--- config.mk ---
export PLATFORM = sky130hd
export DESIGN_NAME = gsuf_div
export DESIGN_NICKNAME = d
export VERILOG_FILES = /design/src/hw/rtl/gsuf_pkg.sv /design/src/hw/rtl/gsuf_div.sv
export SDC_FILE = /design/constraint.sdc
export NUM_CORES = 1
export LEC_CHECK = 0
export ABC_CLOCK_PERIOD_IN_PS = 8300
export BUFFER_PORTS_ARGS = -buffer_cell sky130_fd_sc_hd__buf_2
export CELL_PAD_IN_SITES_DETAIL_PLACEMENT = 1
export CELL_PAD_IN_SITES_GLOBAL_PLACEMENT = 1
export CORE_UTILIZATION = 46
export DETAILED_ROUTE_END_ITERATION = 16
export GPL_TIMING_DRIVEN = 1
export PLACE_DENSITY = 0.89
export SLEW_MARGIN = 20
export SYNTH_ARGS = -nofsm -noshare
export SYNTH_HDL_FRONTEND = slang
export SYNTH_SLANG_ARGS = --single-unit
--- constraint.sdc ---
create_clock -name clk_i -period 8.3 [get_ports clk_i]
set_input_delay 1.66 -clock clk_i [delete_from_list [all_inputs] [get_ports clk_i]]
set_output_delay 1.66 -clock clk_i [all_outputs]
set_load 0.01 [all_outputs]
--- src/hw/rtl/gsuf_pkg.sv ---
package gsuf_pkg;

  localparam int unsigned NodeW   = 12;
  localparam int unsigned Nodes   = 1 << NodeW;
  localparam int unsigned RankW   = 4;
  localparam int unsigned SizeW   = 13;
  localparam int unsigned WeightW = 16;
  localparam int unsigned KW      = 24;
  localparam int unsigned WeightFracBits = 15;

  localparam logic [KW-1:0]    KReset  = KW'(150 << WeightFracBits);
  localparam logic [KW-1:0]    ThrMax  = '1;
  localparam logic [SizeW-1:0] SizeMax = '1;
  localparam logic [RankW-1:0] RankMax = '1;

  localparam logic ActMerge = 1'b0;
  localparam logic ActFind  = 1'b1;

  // One input request.
  typedef struct packed {
    logic               action;
    logic [NodeW-1:0]   node_a;
    logic [NodeW-1:0]   node_b;
    logic [WeightW-1:0] weight;
  } in_req_t;

  // One result.
  typedef struct packed {
    logic [NodeW-1:0] root;
    logic             merged;
    logic             already_joined;
  } out_rsp_t;

  // One entry of the node store.
  typedef struct packed {
    logic [NodeW-1:0]   parent;
    logic [RankW-1:0]   rank;
    logic [SizeW-1:0]   size;
    logic [WeightW-1:0] diff;
  } node_entry_t;

endpackage

--- src/hw/rtl/gsuf_div.sv ---
// Restoring divider: one quotient bit per cycle, done pulses once the last quotient bit is in.
module gsuf_div (
  input  logic                          clk_i,
  input  logic                          rst_ni,
  input  logic                          start_i,
  input  logic [gsuf_pkg::KW-1:0]       dividend_i,
  input  logic [gsuf_pkg::SizeW-1:0]    divisor_i,
  output logic                          done_o,
  output logic [gsuf_pkg::KW-1:0]       quotient_o
);

  localparam int unsigned CntW = $clog2(gsuf_pkg::KW + 1);

  logic [gsuf_pkg::KW-1:0]    quo_q;
  logic [gsuf_pkg::SizeW-1:0] rem_q, div_q;
  logic [CntW-1:0]            cnt_q;
  logic                       done_q;
  logic [gsuf_pkg::SizeW:0]   shifted;
  logic                       fits;

  assign shifted = {rem_q, quo_q[gsuf_pkg::KW-1]};
  assign fits    = shifted >= {1'b0, div_q};

  always_ff @(posedge clk_i or negedge rst_ni) begin
    if (!rst_ni) begin
      cnt_q  <= '0;
      done_q <= 1'b0;
    end else begin
      done_q <= 1'b0;
      if (start_i) begin
        cnt_q <= CntW'(gsuf_pkg::KW);
      end else if (cnt_q != '0) begin
        cnt_q <= cnt_q - 1'b1;
        if (cnt_q == CntW'(1)) begin
          done_q <= 1'b1;
        end
      end
    end
  end

  // Datapath of the shift-subtract loop.
  always_ff @(posedge clk_i) begin
    if (start_i) begin
      quo_q <= dividend_i;
      rem_q <= '0;
      div_q <= divisor_i;
    end else if (cnt_q != '0) begin
      if (fits) begin
        rem_q <= gsuf_pkg::SizeW'(shifted - {1'b0, div_q});
      end else begin
        rem_q <= shifted[gsuf_pkg::SizeW-1:0];
      end
      quo_q <= {quo_q[gsuf_pkg::KW-2:0], fits};
    end
  end

  assign done_o     = done_q;
  assign quotient_o = quo_q;

endmodule

==> reports/results.txt, run 1 <==
Status -> complete, no violations
Design area -> 0.00350 mm²
Gr ovfl total -> 0
Tmin final -> 3.02 ns
Clk network pwr share -> 0.168
Clk buf depth -> 2
Initial Util -> 0.479
Netlist cell types -> 49
Critical path class -> in -> reg
CTS tree -> built
Final setup violation count -> 0
FF+latch count, synth -> 56
Post-Syn Area -> 0.00306 mm²
Initial DRC count -> 73
Syn_nets -> 327
Max-cap violations -> 0
N_diodes -> 0
Arrival @ worst endpoint -> 2.98 ns
Max layer used -> met4
Routability Congestion -> 0.828
Reg power frac -> 0.376
DR vias/cell -> 5.61
Die W -> 83.5 µm
Mean area per synthesized cell -> 11.3 µm²
CP Cell Sequence -> buf_2, buf_4, nand2b_2
Ys Warns -> 0
Setup_tns -> 0 ns
Hold_buf cts -> 0
Clock buffer count from CTS -> 5
Logic pwr share -> 0.456
DIE HEIGHT -> 83.5 µm
Layout Nets -> 387
Reg clk slew, reported paths -> 0.10 ns
CP required -> 8.25 ns
Postcts setup bufs -> 0
Post-synth EDFFs -> 37
Hpwl dp -> 5190 µm
Slew headroom -> 0.417
Net switching power -> 0.000414 W
Largest net degree at the start of global routing -> 60
Final Skew -> 0.00772 ns
Number of global-route vias before repair -> 2528
Total number of vias -> 2289
Syn Inst Count -> 270
First-pass GRT wire length -> 11700 µm
DRT antenna net count -> 0
Int Pwr -> 0.000657 W
DRT Pass-1 Iters -> 4
DRT met1 WL -> 3010 µm
Crit-path slowest cell -> nand2b_2
Pwr Density -> 306 mW/mm²
Slew @ Worst Pin -> 0.873 ns
Worst vdd ir -> 143 µV
Worst setup EP type -> register
H-tree level count -> 2
RSZ-0062 raised after global routing -> no
IO Count -> 65
CTS resizes -> 0
GR Util All Layers -> 0.211
Area Overhead vs Synth -> 14.6%
Seq/Total Area, Yosys -> 0.498
Crit-path max cell delay -> 0.65 ns
Async S/R FF share, synth -> 0.107
Die area -> 0.00697 mm²
Overall power -> 0.00107 W
Net Sw Frac -> 0.387
Input/output buffers -> 64
Final period util -> 0.364
HP Class -> reg -> reg
Worst-skew pair later-pin latency -> 0.31 ns
# DRC -> 0
Wire length per cell -> 17.7 µm
Crit path max fanout -> 59
Row count -> 29
Fin. Hold Viols -> 0
Total clock sinks -> 56
CP Launch Type -> primary input
Met2 routed WL -> 3900 µm
Share of cells above drive strength 1 -> 0.323
Fin. max-slew vios -> 0
WL final -> 7210 µm
Max Clock Freq -> 0.331 GHz
Top_reg_cell synth -> edfxtp_1
LEAKAGE -> 1.53 nW
Root Buffer -> clkbuf_8
Met3 routed WL -> 180 µm
Initial antenna violation count -> 0
Placed inst area -> 0.00339 mm²
Core ar. -> 0.00639 mm²
==> sequential cells by signal (all words and copies together) (netlist names) <==
name and cells:
quotient_o 24, div_q 13, rem_q 13, cnt_q 5, done_o 1
==> path summary, 6_finish.rpt <==
check | start | endpoint | slack [ns] | depth (start not counted)
worst max-delay path | start_i | quotient_o[2] | 5.28 | 3
worst min-delay path | rem_q[12] | rem_q[12] | 0.53 | 2
worst max register to register | quotient_o[23] | quotient_o[0] | 5.34 | 9
worst min register to register | rem_q[12] | rem_q[12] | 0.53 | 2
max in group asynchronous | rst_ni | cnt_q[2] | 7.00 | 1
min in group asynchronous | rst_ni | cnt_q[4] | 1.15 | 1
==> metrics by stage <==
stage          hold slack [ns]  setup WS [ns]  instances  utilization
2_1_floorplan            0.472           5.20        270            -
3_3_place_gp             0.493           4.70        400        0.531
3_5_place_dp             0.509           4.57        400        0.531
4_1_cts                  0.527           4.88        408        0.548
5_1_grt                  0.548           5.15        408        0.548
6_report                 0.528           5.28        408        0.548
==> cell type report <==
cell class / count / area, µm²
flip-flops and latches: 56 / 1520
repair buffers: 65 / 328
clock buffers: 6 / 72.6
clock inverters: 2 / 35.0
multi-input cells: 183 / 1380
well taps: 77 / 96.3
fillers: 733 / 2880
inverters: 19 / 71.3
==> routing by layer <==
layer | vias to the layer above | global-route usage
li1 | 1104 | -
met1 | 1137 | 0.244
met2 | 36 | 0.395
met3 | 12 | 0.0386
met4 | 0 | 0.0632
met5 | - | 0
==> cell families after synthesis <==
kind of cell / Yosys count / synth area share
flip-flops: 56 / 0.498
multiplexers: 32 / 0.115
buffers and inverters: 31 / 0.0524
adder cells (fa/ha/maj): 17 / 0.0720
XOR/XNOR: 9 / 0.0258
AO/OA/AOI/OAI: 55 / 0.122
AND/OR/NAND/NOR: 70 / 0.115
==> cells in the final DEF (no fill, tap or decap), types with 2 or more instances in the layout <==
| master | instances |
|---|---|
| ha_1 | 16 |
| dfxtp_1 | 13 |
| nor2b_1 | 2 |
| edfxtp_1 | 37 |
| o21ai_0 | 8 |
| a21oi_1 | 19 |
| mux2i_1 | 8 |
| nor2_1 | 26 |
| xnor2_1 | 8 |
| and3_1 | 2 |
| or3_1 | 2 |
| clkbuf_8 | 5 |
| inv_1 | 19 |
| dfrtp_1 | 6 |
| mux2_2 | 24 |
| a211o_2 | 2 |
| nand2b_1 | 4 |
| a211oi_2 | 2 |
| buf_2 | 64 |
| nand3b_1 | 2 |
| nand2_1 | 13 |
| nand3_1 | 5 |
| nor3_1 | 5 |
| o31ai_1 | 2 |
| a211oi_1 | 12 |
==> worst max-delay path: cells and delay by family <==
family,cells,cell delay (ns)
AND/OR/NAND/NOR,1,0.65
buffers and inverters,2,0.61
==> power by group through the flow <==
stage	clock network [W]	registers [W]	logic [W]
3_3_place_gp	0	0.000403	0.000452
6_report	0.000180	0.000403	0.000489
2_1_floorplan	0	0.000404	0.000361
4_1_cts	0.000181	0.000403	0.000488
5_1_grt	0.000190	0.000409	0.000536
3_5_place_dp	0	0.000408	0.000478
==> Yosys cell counts (2+ instances only) <==
| cell | n | area share |
|---|---|---|
| a211o_2 | 2 | 0.0065 |
| a211oi_1 | 12 | 0.029 |
| a211oi_2 | 2 | 0.0082 |
| a21oi_1 | 19 | 0.031 |
| and3_1 | 2 | 0.0041 |
| clkbuf_1 | 5 | 0.0061 |
| clkbuf_8 | 3 | 0.014 |
| dfrtp_1 | 6 | 0.049 |
| dfxtp_1 | 13 | 0.085 |
| edfxtp_1 | 37 | 0.36 |
| ha_1 | 16 | 0.065 |
| inv_1 | 19 | 0.023 |
| mux2_2 | 24 | 0.088 |
| mux2i_1 | 8 | 0.026 |
| nand2_1 | 13 | 0.016 |
| nand2b_1 | 5 | 0.010 |
| nand3_1 | 5 | 0.0082 |
| nand3b_1 | 2 | 0.0049 |
| nor2_1 | 26 | 0.032 |
| nor2b_1 | 2 | 0.0041 |
| nor3_1 | 5 | 0.0082 |
| o21ai_0 | 8 | 0.013 |
| o31ai_1 | 2 | 0.0049 |
| or3_1 | 2 | 0.0041 |
| xnor2_1 | 8 | 0.023 |
Power figures use the tool's default switching activity.
==> inputs of run 2 (changes only) <==
--- a/config.mk
+++ b/config.mk
@@ -5,14 +5,14 @@
 export SDC_FILE = /design/constraint.sdc
 export NUM_CORES = 1
 export LEC_CHECK = 0
-export ABC_CLOCK_PERIOD_IN_PS = 8300
+export ABC_CLOCK_PERIOD_IN_PS = 3160
 export BUFFER_PORTS_ARGS = -buffer_cell sky130_fd_sc_hd__buf_2
 export CELL_PAD_IN_SITES_DETAIL_PLACEMENT = 1
 export CELL_PAD_IN_SITES_GLOBAL_PLACEMENT = 1
-export CORE_UTILIZATION = 46
+export CORE_UTILIZATION = 43
 export DETAILED_ROUTE_END_ITERATION = 16
 export GPL_TIMING_DRIVEN = 1
-export PLACE_DENSITY = 0.89
+export PLACE_DENSITY = 0.84
 export SLEW_MARGIN = 20
 export SYNTH_ARGS = -nofsm -noshare
 export SYNTH_HDL_FRONTEND = slang
==> constraint.sdc (replaced) <==
create_clock -name clk_i -period 3.16 [get_ports clk_i]
set_input_delay 0.632 -clock clk_i [delete_from_list [all_inputs] [get_ports clk_i]]
set_output_delay 0.632 -clock clk_i [all_outputs]
set_load 0.01 [all_outputs]
==> run 2 against run 1 <==
  * Critical endpoint is now quotient_o[0]
  * Non-clock buffer count is 2 higher
  * Hold slack worse by 0.41 ns
  * Clock skew hardly changed
  * Combinational power grew to 2.6 times the previous value
  * Count of clock-buffer cells in the layout stayed put
  * Wire length is 3.1% lower
  * Critical path depth is 6 higher
  * Sequential power grew to 2.6 times the previous value
  * Worst setup slack worse by 5.0 ns
  * Global-route usage is 1.2 points lower
  * Register-to-register slack worse by 5.1 ns
==> reports/results.txt, run 2 (synthesized netlist as in run 1, its figures left out) <==
Most used cell, CP -> inv_1
Slew @ Worst Pin -> 0.847 ns (was 0.873 ns)
HP Class -> in -> async (was reg -> reg)
Row count -> 30 (was 29)
Crit path max fanout -> 12 (was 59)
Slew headroom -> 0.435 (was 0.417)
Worst setup EP type -> register (unchanged)
DIE HEIGHT -> 86.3 µm (was 83.5 µm)
Fin. Hold Viols -> 0 (unchanged)
Number of global-route vias before repair -> 2400 (was 2528)
DR vias/cell -> 5.27 (was 5.61)
R2R Path Start -> quotient_o[23] (unchanged)
LEAKAGE -> 1.52 nW (was 1.53 nW)
Max-cap violations -> 0 (unchanged)
Max Clock Freq -> 0.347 GHz
Register area -> 0.00152 mm² (unchanged)
CP Cell Sequence -> inv_1, ha_1, inv_1, fa_1, a211oi_2, o21ai_0, a211o_2, a21o_2, mux2_2 (was buf_2, buf_4, nand2b_2)
H-tree level count -> 2 (unchanged)
Cell count of the worst reg-to-reg path -> 9 (unchanged)
Placed insts -> 421 (was 400)
CP Launch Type -> register (was primary input)
Worst-skew pair later-pin latency -> 0.32 ns (was 0.31 ns)
Final setup violation count -> 0 (unchanged)
CTS resizes -> 0 (unchanged)
Status -> complete, no violations (unchanged)
Multi-input logic area -> 0.00138 mm² (about the same)
Share of cells above drive strength 1 -> 0.324 (was 0.323)
Post-route insts no fill -> 429 (was 408)
Tmin final -> 2.88 ns
Met3 Use GR -> 0.0305 (was 0.0386)
Pwr Density -> 775 mW/mm² (was 306 mW/mm²)
CP Launch Point -> quotient_o[23] (was start_i)
Wire length per cell -> 16.3 µm (was 17.7 µm)
WL final -> 6980 µm (was 7210 µm)
N_diodes -> 0 (unchanged)
Design area -> 0.00352 mm² (was 0.00350 mm²)
Placed inst area -> 0.00343 mm² (was 0.00339 mm²)
Largest register FFs -> 24 (unchanged)
Initial Util -> 0.447 (was 0.479)
Most frequent cells in the layout -> buf_2 (64), edfxtp_1 (37), nor2_1 (26), mux2_2 (24) (unchanged)
Hpwl dp -> 5120 µm (was 5190 µm)
Final Skew -> 0.00752 ns (was 0.00772 ns)
Die area -> 0.00745 mm² (was 0.00697 mm²)
Top Usage Layer GRT -> met2 (unchanged)
GR Util All Layers -> 0.199 (was 0.211)
Critical Path Stages -> 9 (was 3)
Crit-path slowest cell -> edfxtp_1 (was nand2b_2)
IO Count -> 65 (unchanged)
Total clock sinks -> 56 (unchanged)
Arrival @ worst endpoint -> 2.96 ns (was 2.98 ns)
Reg clk slew, reported paths -> 0.10 ns (about the same)
Clk buf depth -> 2 (unchanged)
CTS tree -> built (unchanged)
Clock buffer count from CTS -> 5 (unchanged)
Layout Nets -> 389 (was 387)
Worst path bufs/invs -> 2 (unchanged)
Root Buffer -> clkbuf_8 (unchanged)
Gr ovfl total -> 0 (unchanged)
Die W -> 86.3 µm (was 83.5 µm)
Setup_tns -> 0 ns (unchanged)
First-pass GRT wire length -> 11500 µm (was 11700 µm)
Commonest non-fill, non-tap cell in the layout -> buf_2 (unchanged)
Fin. max-slew vios -> 0 (unchanged)
Hold_buf cts -> 0 (unchanged)
Postcts setup bufs -> 0 (unchanged)
Area Overhead vs Synth -> 15.1% (was 14.6%)
Total number of vias -> 2261 (was 2289)
# DRC -> 0 (unchanged)
GR Util met1 -> 0.244 (about the same)
Crit-path max cell delay -> 0.43 ns (was 0.65 ns)
Initial antenna violation count -> 0 (unchanged)
Largest net degree at the start of global routing -> 38 (was 60)
Critical path class -> reg -> reg (was in -> reg)
R2r setup slk -> 0.28 ns (was 5.34 ns)
CP required -> 3.24 ns (was 8.25 ns)
Worst path top cell family by delay -> compound AO/OA/AOI/OAI gates (was simple AND/OR/NAND/NOR gates)
Core ar. -> 0.00683 mm² (was 0.00639 mm²)
Routability Congestion -> 0.882 (was 0.828)
RSZ-0062 raised after global routing -> no (unchanged)
Fillers -> 805 (was 733)
Worst vdd ir -> 332 µV (was 143 µV)
Final period util -> 0.912
Met2 Use GR -> 0.356 (was 0.395)
Input/output buffers -> 64 (unchanged)
DRT Pass-1 Iters -> 4 (unchanged)
DRT antenna net count -> 0 (unchanged)
Initial DRC count -> 116 (was 73)
run 2: path summary, 6_finish.rpt:
kind                                 endpoint
worst min register to register      rem_q[12]
worst max register to register  quotient_o[0]
worst max-delay path            quotient_o[0]
max in group asynchronous            cnt_q[2]
worst min-delay path                   done_o
min in group clk_i                   div_q[2]
run 2: power breakdown:
part | internal [W] | switching, W
clock | 0.000158 | 0.000241
sequential | 0.000944 | 0.000114
combinational | 0.000547 | 0.000724
total | 0.00165 | 0.00108
run 2: final cells by class:
class | count | area share
Clock buffer | 6 | 0.0206
Clock inverter | 2 | 0.00462
Inverter | 19 | 0.0203
Multi-Input combinational cell | 183 | 0.391
Sequential cell | 56 | 0.432
Tap cell | 96 | 0.0341
Timing Repair Buffer | 67 | 0.0974
run 2: per-layer routing:
layer	routed length [µm]	part of all wire
met1	3020	0.43
met2	3650	0.52
met3	193	0.028
met4	129	0.018
met5	0	0
run 2: per-stage QoR:
stage	power [W]	setup WS, ns	hold slack (ns)	util
3_5_place_dp	0.00232	0.317	0.465	0.502
3_3_place_gp	0.00226	0.379	0.466	0.502
2_1_floorplan	0.00201	0.366	0.336	-
4_1_cts	0.00274	0.252	0.113	0.515
6_report	0.00273	0.277	0.118	0.515
5_1_grt	0.00290	0.0786	0.109	0.515
==> inputs of run 3 (changes only) <==
--- a/config.mk
+++ b/config.mk
@@ -13,6 +13,7 @@
 export DETAILED_ROUTE_END_ITERATION = 16
 export GPL_TIMING_DRIVEN = 1
 export PLACE_DENSITY = 0.84
+export REMOVE_ABC_BUFFERS = 1
 export SLEW_MARGIN = 20
 export SYNTH_ARGS = -nofsm -noshare
 export SYNTH_HDL_FRONTEND = slang
==> run 3 against run 2 <==
  * Die area unchanged
  * Design area increased by 1.5%
  * Combinational power about the same
  * Non-clock buffer count increased by 1
  * Critical path depth unchanged
  * Wire length decreased by 1.9%
  * Cell count increased by 0.23%
  * Sequential share of layout area decreased by 0.62 points
  * Critical path type unchanged
  * Via count decreased by 0.18%
  * Clock skew increased by 0.0033 ns
  * Fmax increased by 0.21%
==> reports/results.txt, run 3 (synthesized netlist as in run 1, its figures left out) <==
Final Skew -> 0.0108 ns (was 0.00752 ns)
DR vias/cell -> 5.25 (was 5.27)
Tmin final -> 2.88 ns (about the same)
Initial Util -> 0.447 (unchanged)
Initial antenna violation count -> 0 (unchanged)
CTS resizes -> 0 (unchanged)
GR Util All Layers -> 0.198 (was 0.199)
CP Cell Sequence -> inv_1, ha_1, inv_1, fa_1, a211oi_2, o21ai_0, a211o_2, a21o_2, mux2_2 (unchanged)
Final setup violation count -> 0 (unchanged)
H-tree level count -> 2 (unchanged)
Root Buffer -> clkbuf_8 (unchanged)
Net Sw Frac -> 0.368 (was 0.396)
First-pass GRT wire length -> 11600 µm (was 11500 µm)
Worst-skew pair later-pin latency -> 0.31 ns (was 0.32 ns)
Row count -> 30 (unchanged)
Fin. Hold Viols -> 0 (unchanged)
Logic pwr share -> 0.436 (was 0.466)
Status -> complete, no violations (unchanged)
N_diodes -> 0 (unchanged)
Setup_tns -> 0 ns (unchanged)
Die W -> 86.3 µm (unchanged)
Clk network pwr share -> 0.196 (was 0.146)
R2r setup slk -> 0.28 ns (about the same)
DRT Pass-1 Iters -> 4 (unchanged)
Design area -> 0.00357 mm² (was 0.00352 mm²)
Worst vdd ir -> 327 µV (was 332 µV)
Wire length per cell -> 15.9 µm (was 16.3 µm)
IO Count -> 65 (unchanged)
Slew headroom -> 0.435 (about the same)
RSZ-0062 raised after global routing -> no (unchanged)
Crit-path slowest cell -> fa_1 (was edfxtp_1)
Number of global-route vias before repair -> 2483 (was 2400)
R2R Path Start -> quotient_o[23] (unchanged)
Worst setup path end -> quotient_o[0] (unchanged)
LEAKAGE -> 1.55 nW (was 1.52 nW)
WL final -> 6850 µm (was 6980 µm)
Cell count of the worst reg-to-reg path -> 9 (unchanged)
Crit-path max cell delay -> 0.44 ns (was 0.43 ns)
Total clock sinks -> 56 (unchanged)
CP Launch Point -> quotient_o[23] (unchanged)
Final design utilization -> 0.523 (was 0.515)
Max Clock Freq -> 0.348 GHz (was 0.347 GHz)
CTS tree -> built (unchanged)
Min Hold Slack -> 0.127 ns (was 0.118 ns)
Worst setup EP type -> register (unchanged)
Input/output buffers -> 64 (unchanged)
Reg clk slew, reported paths -> 0.11 ns (was 0.10 ns)
Crit path max fanout -> 12 (unchanged)
Clock buffer count from CTS -> 5 (unchanged)
RR Endpoint -> quotient_o[0] (unchanged)
DIE HEIGHT -> 86.3 µm (unchanged)
Hpwl dp -> 5130 µm (was 5120 µm)
Reg power frac -> 0.369 (was 0.388)
Hold_buf cts -> 0 (unchanged)
Initial DRC count -> 84 (was 116)
Die area -> 0.00745 mm² (unchanged)
Int Pwr -> 0.00181 W (was 0.00165 W)
Clk buf depth -> 2 (unchanged)
Routability Congestion -> 0.790 (was 0.882)
Pwr Density -> 802 mW/mm² (was 775 mW/mm²)
Largest register FFs -> 24 (unchanged)
Most frequent cells in the layout -> buf_2 (64), edfxtp_1 (37), nor2_1 (26), mux2_2 (24) (unchanged)
Slew @ Worst Pin -> 0.845 ns (was 0.847 ns)
Placed inst area -> 0.00344 mm² (was 0.00343 mm²)
Critical path class -> reg -> reg (unchanged)
Net switching power -> 0.00105 W (was 0.00108 W)
# DRC -> 0 (unchanged)
Final period util -> 0.910 (was 0.912)
Largest net degree at the start of global routing -> 28 (was 38)
Gr ovfl total -> 0 (unchanged)
Commonest non-fill, non-tap cell in the layout -> buf_2 (unchanged)
DRT antenna net count -> 0 (unchanged)
CP required -> 3.23 ns (was 3.24 ns)
Share of cells above drive strength 1 -> 0.326 (was 0.324)
Layout Nets -> 390 (was 389)
Max-cap violations -> 0 (unchanged)
Fillers -> 780 (was 805)
Core ar. -> 0.00683 mm² (unchanged)
Total number of vias -> 2257 (was 2261)
Most used cell, CP -> inv_1 (unchanged)
CP Launch Type -> register (unchanged)
Area Overhead vs Synth -> 16.8% (was 15.1%)
Fin. max-slew vios -> 0 (unchanged)
Postcts setup bufs -> 0 (unchanged)
Arrival @ worst endpoint -> 2.95 ns (was 2.96 ns)
HP Class -> in -> async (unchanged)
==> run 3: changes by cell type in the layout (fill, tap and decap cells not counted), sizes merged <==
cell and delta:
buf +1, clkinvlp -1, clkinv -1, bufinv +2
==> run 3: worst min path at each step <==
stage,start,end,cells after the start
6_report,rst_ni,cnt_q[2],1
5_1_grt,rst_ni,cnt_q[2],1
4_1_cts,rst_ni,cnt_q[2],1
3_5_place_dp,rst_ni,cnt_q[2],1
3_3_place_gp,rst_ni,cnt_q[4],1
2_1_floorplan,rst_ni,cnt_q[0],0
==> run 3: layer usage <==
layer / share of wire / up-vias / track usage
li1: - / 1109 / -
met1: 0.45 / 1071 / 0.250
met2: 0.49 / 63 / 0.341
met3: 0.052 / 14 / 0.0419
met4: 0.018 / 0 / 0.0591
met5: 0 / - / 0
==> run 3: through the flow <==
stage               setup WS (ns)  total power (W)  instances
floorplan                   0.442          0.00198        258
global placement            0.371          0.00225        422
detailed placement          0.297          0.00231        422
CTS                         0.257          0.00289        430
global route                0.151          0.00305        430
finish                      0.283          0.00286        430
==> run 3: layout make-up <==
| cell class | count | area, µm² | share of cell area |
|---|---|---|---|
| Sequential cell | 56 | 1520 | 0.426 |
| Timing Repair Buffer | 68 | 350 | 0.0981 |
| Clock inverter | 2 | 60.1 | 0.0168 |
| Clock buffer | 6 | 72.6 | 0.0203 |
| Multi-Input combinational cell | 183 | 1380 | 0.385 |
| Inverter | 19 | 71.3 | 0.0200 |
| Tap cell | 96 | 120 | 0.0336 |
==> run 3: power groups by stage <==
| stage | clock, W | combinational (W) | sequential, W |
|---|---|---|---|
| 2_1_floorplan | 0 | 0.000914 | 0.00106 |
| 3_3_place_gp | 0 | 0.00119 | 0.00106 |
| 3_5_place_dp | 0 | 0.00124 | 0.00107 |
| 4_1_cts | 0.000572 | 0.00126 | 0.00106 |
| 5_1_grt | 0.000593 | 0.00139 | 0.00107 |
| 6_report | 0.000560 | 0.00125 | 0.00106 |
==> run 3: worst max-delay path: cells and delay by family (launching register included) <==
kind / cells / cell delay, ns
multiplexers: 1 / 0.30
adder cells (fa/ha/maj): 2 / 0.59
buffers and inverters: 2 / 0.12
flip-flops: 1 / 0.42
AO/OA/AOI/OAI: 4 / 1.19
